[src/qlc_pkg.sv]
`timescale 1ns / 1ps
package qlc_pkg;

    localparam int PosW = 32;
    localparam int LatW = 24;
    localparam int QueueDepth = 2;

    typedef enum logic [1:0] {
        REQ_TICK    = 2'd0,
        REQ_CHANGE  = 2'd1,
        REQ_ABORT   = 2'd2,
        REQ_UNUSED  = 2'd3
    } req_t;

    // Classified work handed from the front to the back.
    typedef enum logic [1:0] {
        OP_HOLD,
        OP_START,
        OP_ABORT,
        OP_TICK
    } op_t;

    typedef struct packed {
        op_t               op;
        logic [PosW-1:0]   var_val;
        logic              mode;
        logic [PosW-1:0]   span_len;
        logic [LatW-1:0]   cur_lat;
        logic [LatW-1:0]   tgt_lat;
    } cmd_t;

    typedef enum logic [3:0] {
        ST_IDLE,
        ST_DIV,
        ST_M1,
        ST_M2,
        ST_P,
        ST_M3,
        ST_M4,
        ST_FIN,
        ST_OUT
    } state_t;

endpackage

[src/quintic_lane_change_trajectory.sv]
`timescale 1ns / 1ps
// Channel  Handshake              Fields
// in       valid / stall          req_type time_now pos_now mode span_length current_lat
//                                 target_lat
// out      out_valid / out_stall  reference pending accepted
// A request, an abort, an unused code or a tick that needs no evaluation goes from the
// queue straight to the output state. A tick inside an open span leaves the queue, runs
// 32 restoring divider steps and six product, polynomial and finish steps (four of them
// on the shared multiplier), then presents the result.
// The back handles one transaction at a time and holds its result until it is taken;
// while the output is stalled the two-entry queue fills and then raises stall.
// Reset is asynchronous and clears all control and trajectory state.
module quintic_lane_change_trajectory (
    input  logic               clk,
    input  logic               rst_n,
    input  logic               valid,
    output logic               stall,
    input  logic [1:0]         req_type,
    input  logic [31:0]        time_now,
    input  logic [31:0]        pos_now,
    input  logic               mode,
    input  logic [31:0]        span_length,
    input  logic signed [23:0] current_lat,
    input  logic signed [23:0] target_lat,
    output logic               out_valid,
    input  logic               out_stall,
    output logic signed [23:0] reference,
    output logic               pending,
    output logic               accepted
);
    import qlc_pkg::*;

    logic q_valid, q_pop, kind;
    cmd_t q_head;

    // The front classifies transactions; the back runs the profile arithmetic.
    qlc_front u_front (
        .clk(clk), .rst_n(rst_n), .valid(valid), .stall(stall),
        .req_type(req_type), .time_now(time_now), .pos_now(pos_now), .mode(mode),
        .span_length(span_length), .current_lat(current_lat), .target_lat(target_lat),
        .span_kind(kind), .q_valid(q_valid), .q_pop(q_pop),
        .q_head(q_head)
    );

    qlc_back u_back (
        .clk(clk), .rst_n(rst_n), .q_valid(q_valid), .q_pop(q_pop), .q_head(q_head),
        .span_kind(kind), .out_valid(out_valid), .out_stall(out_stall),
        .reference(reference), .pending(pending), .accepted(accepted)
    );

endmodule

[src/qlc_front.sv]
`timescale 1ns / 1ps
module qlc_front (
    input  logic                   clk,
    input  logic                   rst_n,
    input  logic                   valid,
    output logic                   stall,
    input  logic [1:0]             req_type,
    input  logic [31:0]            time_now,
    input  logic [31:0]            pos_now,
    input  logic                   mode,
    input  logic [31:0]            span_length,
    input  logic signed [23:0]     current_lat,
    input  logic signed [23:0]     target_lat,
    input  logic                   span_kind,
    output logic                   q_valid,
    input  logic                   q_pop,
    output qlc_pkg::cmd_t          q_head
);
    import qlc_pkg::*;

    // The back pops in order, so the span kind it holds at pop time is the one that
    // applies to the head; ticks pick their evaluation variable from it at the head.
    cmd_t            mem_reg [QueueDepth];
    logic            wr_ptr_reg, rd_ptr_reg;
    logic [1:0]      cnt_reg;
    cmd_t            new_cmd;
    logic            push;

    always_comb
    begin
        new_cmd.mode     = mode;
        new_cmd.span_len = span_length;
        new_cmd.cur_lat  = current_lat;
        new_cmd.tgt_lat  = target_lat;
        new_cmd.var_val  = mode ? time_now : pos_now;
        unique case (req_t'(req_type))
            REQ_TICK:   new_cmd.op = OP_TICK;
            REQ_CHANGE: new_cmd.op = OP_START;
            REQ_ABORT:  new_cmd.op = OP_ABORT;
            default:    new_cmd.op = OP_HOLD;
        endcase
        // Ticks store both candidates folded: keep time in var_val, position in span_len.
        if (req_t'(req_type) == REQ_TICK)
        begin
            new_cmd.var_val  = time_now;
            new_cmd.span_len = pos_now;
        end
    end

    assign stall = (cnt_reg == 2'(QueueDepth));
    assign push  = valid && !stall;
    assign q_valid = (cnt_reg != 2'd0);
    always_comb
    begin
        q_head = mem_reg[rd_ptr_reg];
        if (q_head.op == OP_TICK)
            q_head.var_val = span_kind ? mem_reg[rd_ptr_reg].var_val
                                       : mem_reg[rd_ptr_reg].span_len;
    end

    always_ff @(posedge clk)
    begin
        if (push)
            mem_reg[wr_ptr_reg] <= new_cmd;
    end

    always_ff @(posedge clk or negedge rst_n)
    begin
        if (!rst_n)
        begin
            wr_ptr_reg <= 1'b0;
            rd_ptr_reg <= 1'b0;
            cnt_reg    <= 2'd0;
        end
        else
        begin
            if (push)
                wr_ptr_reg <= ~wr_ptr_reg;
            if (q_pop)
                rd_ptr_reg <= ~rd_ptr_reg;
            cnt_reg <= cnt_reg + 2'(push) - 2'(q_pop);
        end
    end

    assert property (@(posedge clk) disable iff (!rst_n) cnt_reg <= 2'(QueueDepth))
        else $error("queue count overflow");
    assert property (@(posedge clk) disable iff (!rst_n) q_pop |-> cnt_reg != 2'd0)
        else $error("pop from empty queue");
    assert property (@(posedge clk) disable iff (!rst_n)
        (cnt_reg == 2'(QueueDepth)) |-> !push)
        else $error("push into full queue");

endmodule

[src/qlc_back.sv]
`timescale 1ns / 1ps
module qlc_back (
    input  logic                   clk,
    input  logic                   rst_n,
    input  logic                   q_valid,
    output logic                   q_pop,
    input  qlc_pkg::cmd_t          q_head,
    output logic                   span_kind,
    output logic                   out_valid,
    input  logic                   out_stall,
    output logic signed [23:0]     reference,
    output logic                   pending,
    output logic                   accepted
);
    import qlc_pkg::*;

    state_t               state_reg, state_next;
    logic                 busy_reg, begun_reg, kind_reg;
    logic [31:0]          start_reg, span_reg;
    logic [32:0]          end_reg;
    logic signed [23:0]   lat_s_reg, lat_e_reg, hold_reg;
    logic                 acc_reg;

    // Shared datapath registers.
    logic [31:0]          rem_reg;
    logic [31:0]          quo_reg;
    logic [5:0]           cnt_reg;
    logic [31:0]          s_reg, s2_reg, s3_reg;
    logic [31:0]          p_reg;
    logic [32:0]          h_reg;
    logic [63:0]          prod_reg;

    logic [31:0]          el_now;
    logic                 beg_now;
    logic                 at_end;
    logic                 start_ok;
    logic                 run_tick;
    logic [32:0]          shl;
    logic [32:0]          dif;
    logic                 ge;
    logic [35:0]          p_full;
    logic [31:0]          mul_a, mul_b;
    logic [63:0]          mul_p;
    logic [24:0]          delta;
    logic [24:0]          mag;
    logic                 neg;
    logic [63:0]          mq;
    logic [24:0]          q_mag;
    logic signed [25:0]   q_s;
    logic signed [25:0]   sum;

    assign span_kind = kind_reg;

    assign beg_now  = begun_reg || (q_head.var_val >= start_reg);
    assign el_now   = (q_head.var_val >= start_reg) ? q_head.var_val - start_reg : 32'd0;
    assign at_end   = ({1'b0, q_head.var_val} >= end_reg);
    assign start_ok = !busy_reg && (q_head.span_len != 32'd0);
    assign run_tick = (q_head.op == OP_TICK) && busy_reg && !at_end && beg_now;

    // Restoring division step: the remainder stays below the span.
    assign shl = {rem_reg, 1'b0};
    assign dif = shl - {1'b0, span_reg};
    assign ge  = (shl >= {1'b0, span_reg});

    assign p_full = {4'd10, 32'd0} + 36'(s2_reg) * 36'd6 - 36'(s_reg) * 36'd15;

    assign delta = 25'(lat_e_reg) - 25'(lat_s_reg);
    assign neg   = delta[24];
    assign mag   = neg ? (~delta + 25'd1) : delta;

    // One 32 x 32 multiplier shared by all product steps.
    always_comb
    begin
        mul_a = '0;
        mul_b = '0;
        unique case (state_reg)
            ST_M1:
            begin
                mul_a = quo_reg;
                mul_b = quo_reg;
            end
            ST_M2:
            begin
                mul_a = prod_reg[63:32];
                mul_b = s_reg;
            end
            ST_M3:
            begin
                mul_a = s3_reg;
                mul_b = p_reg;
            end
            ST_FIN:
            begin
                mul_a = 32'(mag);
                mul_b = h_reg[31:0];
            end
            default: ;
        endcase
    end

    assign mul_p = 64'(mul_a) * 64'(mul_b);
    // h at its cap of 1.0 has only bit 32 set, which adds mag * 2^32.
    assign mq    = mul_p + (h_reg[32] ? {7'd0, mag, 32'd0} : 64'd0);
    assign q_mag = mq[56:32] + 25'(mq[31]);
    assign q_s   = signed'({1'b0, q_mag});
    assign sum   = 26'(lat_s_reg) + (neg ? -q_s : q_s);

    always_comb
    begin
        state_next = state_reg;
        q_pop = 1'b0;
        unique case (state_reg)
            ST_IDLE:
                if (q_valid)
                begin
                    q_pop = 1'b1;
                    state_next = run_tick ? ST_DIV : ST_OUT;
                end
            ST_DIV:
                if (cnt_reg == 6'd1)
                    state_next = ST_M1;
            ST_M1:   state_next = ST_M2;
            ST_M2:   state_next = ST_P;
            ST_P:    state_next = ST_M3;
            ST_M3:   state_next = ST_M4;
            ST_M4:   state_next = ST_FIN;
            ST_FIN:  state_next = ST_OUT;
            ST_OUT:
                if (!out_stall)
                    state_next = ST_IDLE;
            default: state_next = ST_IDLE;
        endcase
    end

    always_ff @(posedge clk or negedge rst_n)
    begin
        if (!rst_n)
        begin
            rem_reg <= '0;
            quo_reg <= '0;
            cnt_reg <= '0;
            s_reg <= '0;
            s2_reg <= '0;
            s3_reg <= '0;
            p_reg <= '0;
            h_reg <= '0;
            prod_reg <= '0;
        end
        else
        begin
            unique case (state_reg)
                ST_IDLE:
                    if (q_valid)
                    begin
                        // Dividend is elapsed * 2^32; elapsed below the span keeps
                        // the quotient within 32 bits.
                        rem_reg <= el_now;
                        quo_reg <= '0;
                        cnt_reg <= 6'd32;
                    end
                ST_DIV:
                begin
                    rem_reg <= ge ? dif[31:0] : shl[31:0];
                    quo_reg <= {quo_reg[30:0], ge};
                    cnt_reg <= cnt_reg - 6'd1;
                end
                ST_M1:
                begin
                    s_reg    <= quo_reg;
                    prod_reg <= mul_p;
                end
                ST_M2:
                begin
                    s2_reg   <= prod_reg[63:32];
                    prod_reg <= mul_p;
                end
                ST_P:
                begin
                    s3_reg <= prod_reg[63:32];
                    p_reg  <= p_full[35:4];
                end
                ST_M3: prod_reg <= mul_p;
                ST_M4: h_reg <= (prod_reg[63:28] > 36'h1_0000_0000) ? 33'h1_0000_0000
                                : prod_reg[60:28];
                default: ;
            endcase
        end
    end

    always_ff @(posedge clk or negedge rst_n)
    begin
        if (!rst_n)
        begin
            state_reg <= ST_IDLE;
            busy_reg <= 1'b0; begun_reg <= 1'b0; kind_reg <= 1'b0;
            start_reg <= '0; span_reg <= '0; end_reg <= '0;
            lat_s_reg <= '0; lat_e_reg <= '0; hold_reg <= '0;
            acc_reg <= 1'b0;
        end
        else
        begin
            state_reg <= state_next;
            if (state_reg == ST_IDLE && q_valid)
            begin
                acc_reg <= (q_head.op == OP_START) && start_ok;
                unique case (q_head.op)
                    OP_START:
                        if (start_ok)
                        begin
                            busy_reg <= 1'b1; begun_reg <= 1'b0;
                            kind_reg <= q_head.mode;
                            start_reg <= q_head.var_val;
                            span_reg <= q_head.span_len;
                            end_reg <= 33'(q_head.var_val) + 33'(q_head.span_len);
                            lat_s_reg <= q_head.cur_lat; lat_e_reg <= q_head.tgt_lat;
                            hold_reg <= q_head.cur_lat;
                        end
                    OP_ABORT:
                    begin
                        busy_reg <= 1'b0;
                        hold_reg <= lat_s_reg;
                    end
                    OP_TICK:
                        if (busy_reg)
                        begin
                            begun_reg <= beg_now;
                            if (at_end)
                            begin
                                busy_reg <= 1'b0;
                                hold_reg <= lat_e_reg;
                            end
                            else
                                hold_reg <= lat_s_reg;
                        end
                    OP_HOLD: ;
                endcase
            end
            else if (state_reg == ST_FIN)
                hold_reg <= (sum > 26'sd8388607) ? 24'sh7FFFFF
                          : (sum < -26'sd8388608) ? 24'sh800000 : sum[23:0];
        end
    end

    assign out_valid = (state_reg == ST_OUT);
    assign reference = hold_reg;
    assign pending   = busy_reg;
    assign accepted  = acc_reg;

    assert property (@(posedge clk) disable iff (!rst_n) out_valid |-> !q_pop)
        else $error("pop while a result is shown");
    assert property (@(posedge clk) disable iff (!rst_n)
        (state_reg == ST_OUT && out_stall) |=> state_reg == ST_OUT)
        else $error("result dropped under stall");
    assert property (@(posedge clk) disable iff (!rst_n) accepted |-> pending)
        else $error("accepted without pending");
    assert property (@(posedge clk) disable iff (!rst_n)
        (state_reg == ST_DIV) |-> cnt_reg != 6'd0)
        else $error("divider step count exhausted");

endmodule

[config.mk]
export PLATFORM = sky130hd
export DESIGN_NAME = quintic_lane_change_trajectory
export DESIGN_NICKNAME = d
export VERILOG_FILES = /design/src/qlc_pkg.sv /design/src/quintic_lane_change_trajectory.sv /design/src/qlc_front.sv /design/src/qlc_back.sv
export SDC_FILE = /design/constraint.sdc
export NUM_CORES = 2
export LEC_CHECK = 0
export BUFFER_PORTS_ARGS = -buffer_cell sky130_fd_sc_hd__clkbuf_2
export CORE_UTILIZATION = 55
export DETAILED_ROUTE_END_ITERATION = 7
export PLACE_DENSITY = 0.74
export SETUP_SLACK_MARGIN = 0.15
export SLEW_MARGIN = 20
export SYNTH_ARGS = -nofsm -noshare
export SYNTH_HDL_FRONTEND = slang
export SYNTH_SLANG_ARGS = --single-unit
[constraint.sdc]
create_clock -name clk -period 17.3 [get_ports clk]
set_input_delay 3.46 -clock clk [delete_from_list [all_inputs] [get_ports clk]]
set_output_delay 3.46 -clock clk [all_outputs]
set_load 0.05 [all_outputs]
==> impl_metrics.py <==
metrics = {
    "outcome": {
        "status": "completed",
    },
    "final_layout": {
        "largest_reg_flops": 230,
        "num-fill-cells": 11300,
        "area_delta_synth_final_pct": 11.3,
        "antennaDiodeCount": 0,
        "layout-drive-gt1-share_pct": 13.0,
        "nets": 10200,
        "fin_area_sq_um": 84800,
    },
    "grt": {
        "grt_pass1_wl_um": 362000,
        "grt_pass1_vias": 62600,
        "antenna_found_initial": 4,
        "grt-ovfl-total": 0,
        "grt_max_degree": 129,
        "global_route.usage.total_pct": 33.5,
    },
    "die": {
        "start_util_pct": 55.4,
        "dieArea_sq_um": 140000,
        "dieWidth_um": 374,
        "core-area_sq_um": 137000,
        "ioPinCount": 179,
        "num_rows": 136,
        "die_y_um": 374,
    },
    "cts": {
        "cts_buffers": 72,
        "clock_latency_ns": 0.64,
        "h-tree-depth": 3,
        "cts.sinks": 678,
        "clockBufferDepth": 3,
        "tritoncts": "built",
        "root_buffer": "clkbuf_16",
        "clk_pin_slew_ns": 0.07,
    },
    "worst_setup_path": {
        "cp-end-kind": "register",
        "regToRegSetupSlack_ns": 0.47,
        "reg2reg_to": "u_back.reference[19]",
        "cp_slowest_cell": "fa_1",
        "cp_slowest_stage_delay_ns": 0.57,
        "worstPathRequired_ns": 17.77,
        "cp_data_arrival_time_ns": 17.30,
        "crit_top_cell": "fa_1",
        "worstRegToRegCells": 72,
        "critPathLaunchType": "register",
        "worstSetupPathType": "register to register",
        "critPathMaxFanout": 10,
        "r2r_start": "u_back.lat_e_reg[5]",
    },
    "synthesis": {
        "ys_warn_count": 0,
        "synth_top_area_share_pct": 26.1,
        "synth-edff-count": 230,
        "synthArstFlopShare_pct": 66.1,
        "synth_top_family_by_area": "adder cells",
        "ys_ff_latch": 678,
        "yosys.area_share.xor_xnor_pct": 3.58,
        "muxShareOfSynthArea_pct": 4.08,
        "syn_area_per_cell_sq_um": 9.33,
        "synth_compound_area_share_pct": 11.1,
        "synth.largest_area_cell": "fa_1",
        "synth-main-ff-cell": "dfrtp_1",
        "synth_seq_area_share_pct": 23.8,
        "syn-cell-area_sq_um": 76200,
        "synthAdderAreaFrac_pct": 35.5,
        "ys_types": 110,
        "syn_nets": 9887,
        "synthSimpleGateAreaFrac_pct": 13.8,
        "yosys-top-cells-area": "fa_1 (26%), dfrtp_1 (15%), ha_1 (9.4%)",
        "synth_cells": 8167,
    },
    "power": {
        "total_leakage_power_nw": 39.9,
        "ir_worst_vdd_mv": 0.249,
        "power.total_w": 0.0120,
        "power_density_nw_per_um2": 141,
    },
    "drt": {
        "post_drt_via_cell_ratio": 5.93,
        "wire_per_inst_um": 22.6,
        "routed_wl_um": 234000,
        "drtIter0Drc": 6059,
        "ant_nets": 0,
        "first_pass_iters": 8,
        "drc": 0,
        "vias": 61200,
    },
    "sta": {
        "hold_viol": 0,
        "finalSetupViolCount": 0,
        "post-route-min-period_ns": 16.83,
        "timing.hold.ws_ns": 0.481,
        "tns_ns": 0,
        "slew_headroom_pct": 21.4,
        "tightest_slew_ns": 1.18,
        "setup_ws_ns": 0.470,
        "skew_ns": 0.0223,
        "rsz0062_at_grt": "true",
        "finalCritPeriodShare_pct": 97.3,
        "max_freq_mhz": 59.4,
        "slew_viol_final": 0,
    },
    "place": {
        "place_area_sq_um": 81300,
        "dp_worst_setup_slack_ns": -0.282,
        "gp_congestion": 0.995,
        "dp_hpwl_um": 185000,
        "portBuffers": 178,
    },
    "worst_hold_path": {
        "hold_depth": 2,
        "hold_class": "register to register",
        "hold_end": "u_back.end_reg[23]",
        "hp-start": "u_back.end_reg[23]",
    },
    "flow_run": {
        "drv_cap": 0,
    },
}
==> power breakdown <==
part	switching, W	internal, W	total [W]
logic	0.00485	0.00323	0.00808
registers	0.000240	0.00206	0.00230
clock network	0.000685	0.000899	0.00158
==> synth_stat cells (34+ instances only) <==
cell	count
edfxtp_1	230
a21o_1	118
nand2b_1	68
dfrtp_1	448
a21oi_1	246
ha_1	575
nor2b_1	57
fa_1	994
o21ai_0	379
inv_1	1276
a22o_1	63
xnor2_1	201
a31oi_1	39
nand2_1	1191
o2111ai_1	34
nor2_1	647
and3_1	66
nor3_1	57
clkbuf_1	308
and2_1	72
mux2i_1	131
nand4_1	45
nand3_1	101
xor2_1	100
o21a_1	44
mux2_2	159
==> routing by layer <==
| layer | track usage (%) | share of wire [%] | up-vias |
|---|---|---|---|
| met4 | 17.0 | 6.2 | 6 |
| met2 | 52.9 | 45 | 3018 |
| met5 | 0 | 0.017 | - |
| met3 | 6.00 | 9.3 | 640 |
| li1 | - | - | 27100 |
| met1 | 44.5 | 39 | 30500 |
==> cells by family after synthesis <==
| logic type | after synthesis |
|---|---|
| AOI/OAI and AO/OA | 1268 |
| xor gates and xnor gates | 306 |
| adders and majority gates | 1569 |
| buffers and inverters | 1635 |
| DFF | 678 |
| muxes | 291 |
| and+or+nand+nor | 2420 |
==> what timing repair did <==
action / in CTS / in global routing
setup buffers: 4 / 30
setup endpoints to repair: 24 / 24
cloned: 0 / 3
gates resized for setup: 24 / 152
hold buffers: 0 / 0
pin swaps: 10 / 80
==> stage by stage <==
step	util (%)	std cells
3_5_place_dp	59.1	10200
6_report	61.7	10300
2_1_floorplan	-	8167
4_1_cts	61.0	10300
5_1_grt	61.7	10300
3_3_place_gp	59.1	10200
==> layout make-up <==
| type | count | area (sq um) | area share (%) |
|---|---|---|---|
| clock buffer | 94 | 1960 | 2.30 |
| clock inverter | 32 | 427 | 0.503 |
| timing repair buffer | 596 | 4360 | 5.13 |
| multi-input combinational | 5854 | 52900 | 62.4 |
| inverter | 1278 | 4800 | 5.65 |
| sequential | 678 | 18100 | 21.4 |
| tap | 1794 | 2240 | 2.65 |
==> critical path, delay by kind of cell (launching register included) <==
| family | cells | cell delay [ns] |
|---|---|---|
| adder cells (fa/ha/maj) | 12 | 5.11 |
| AO/OA/AOI/OAI | 22 | 4.55 |
| AND/OR/NAND/NOR | 19 | 3.79 |
| buffers and inverters | 12 | 1.67 |
| XOR/XNOR | 7 | 1.13 |
| flip-flops | 1 | 0.41 |
==> cells in the final DEF, fill, tap and decap left out, types with 131 or more instances in the layout <==
| master | instances |
|---|---|
| nand2_1 | 1185 |
| inv_1 | 1272 |
| o21ai_0 | 365 |
| buf_4 | 383 |
| clkbuf_2 | 177 |
| mux2_2 | 159 |
| ha_1 | 565 |
| a21oi_1 | 235 |
| fa_1 | 991 |
| dfrtp_1 | 446 |
| edfxtp_1 | 230 |
| mux2i_1 | 131 |
| nor2_1 | 630 |
| xnor2_1 | 185 |
==> worst max path at each step <==
stage / start / to / slack (ns)
floorplan: u_back.lat_s_reg[0] / u_back.reference[13] / 0.70
detailed placement: u_back.lat_e_reg[0] / u_back.reference[19] / -0.28
global route: u_back.lat_e_reg[0] / u_back.reference[9] / -0.23
global placement: u_back.lat_e_reg[0] / u_back.reference[22] / -0.09
CTS: u_back.lat_e_reg[0] / u_back.reference[19] / 0.17
finish: u_back.lat_e_reg[5] / u_back.reference[19] / 0.47
(Power assumes the default switching activity.)
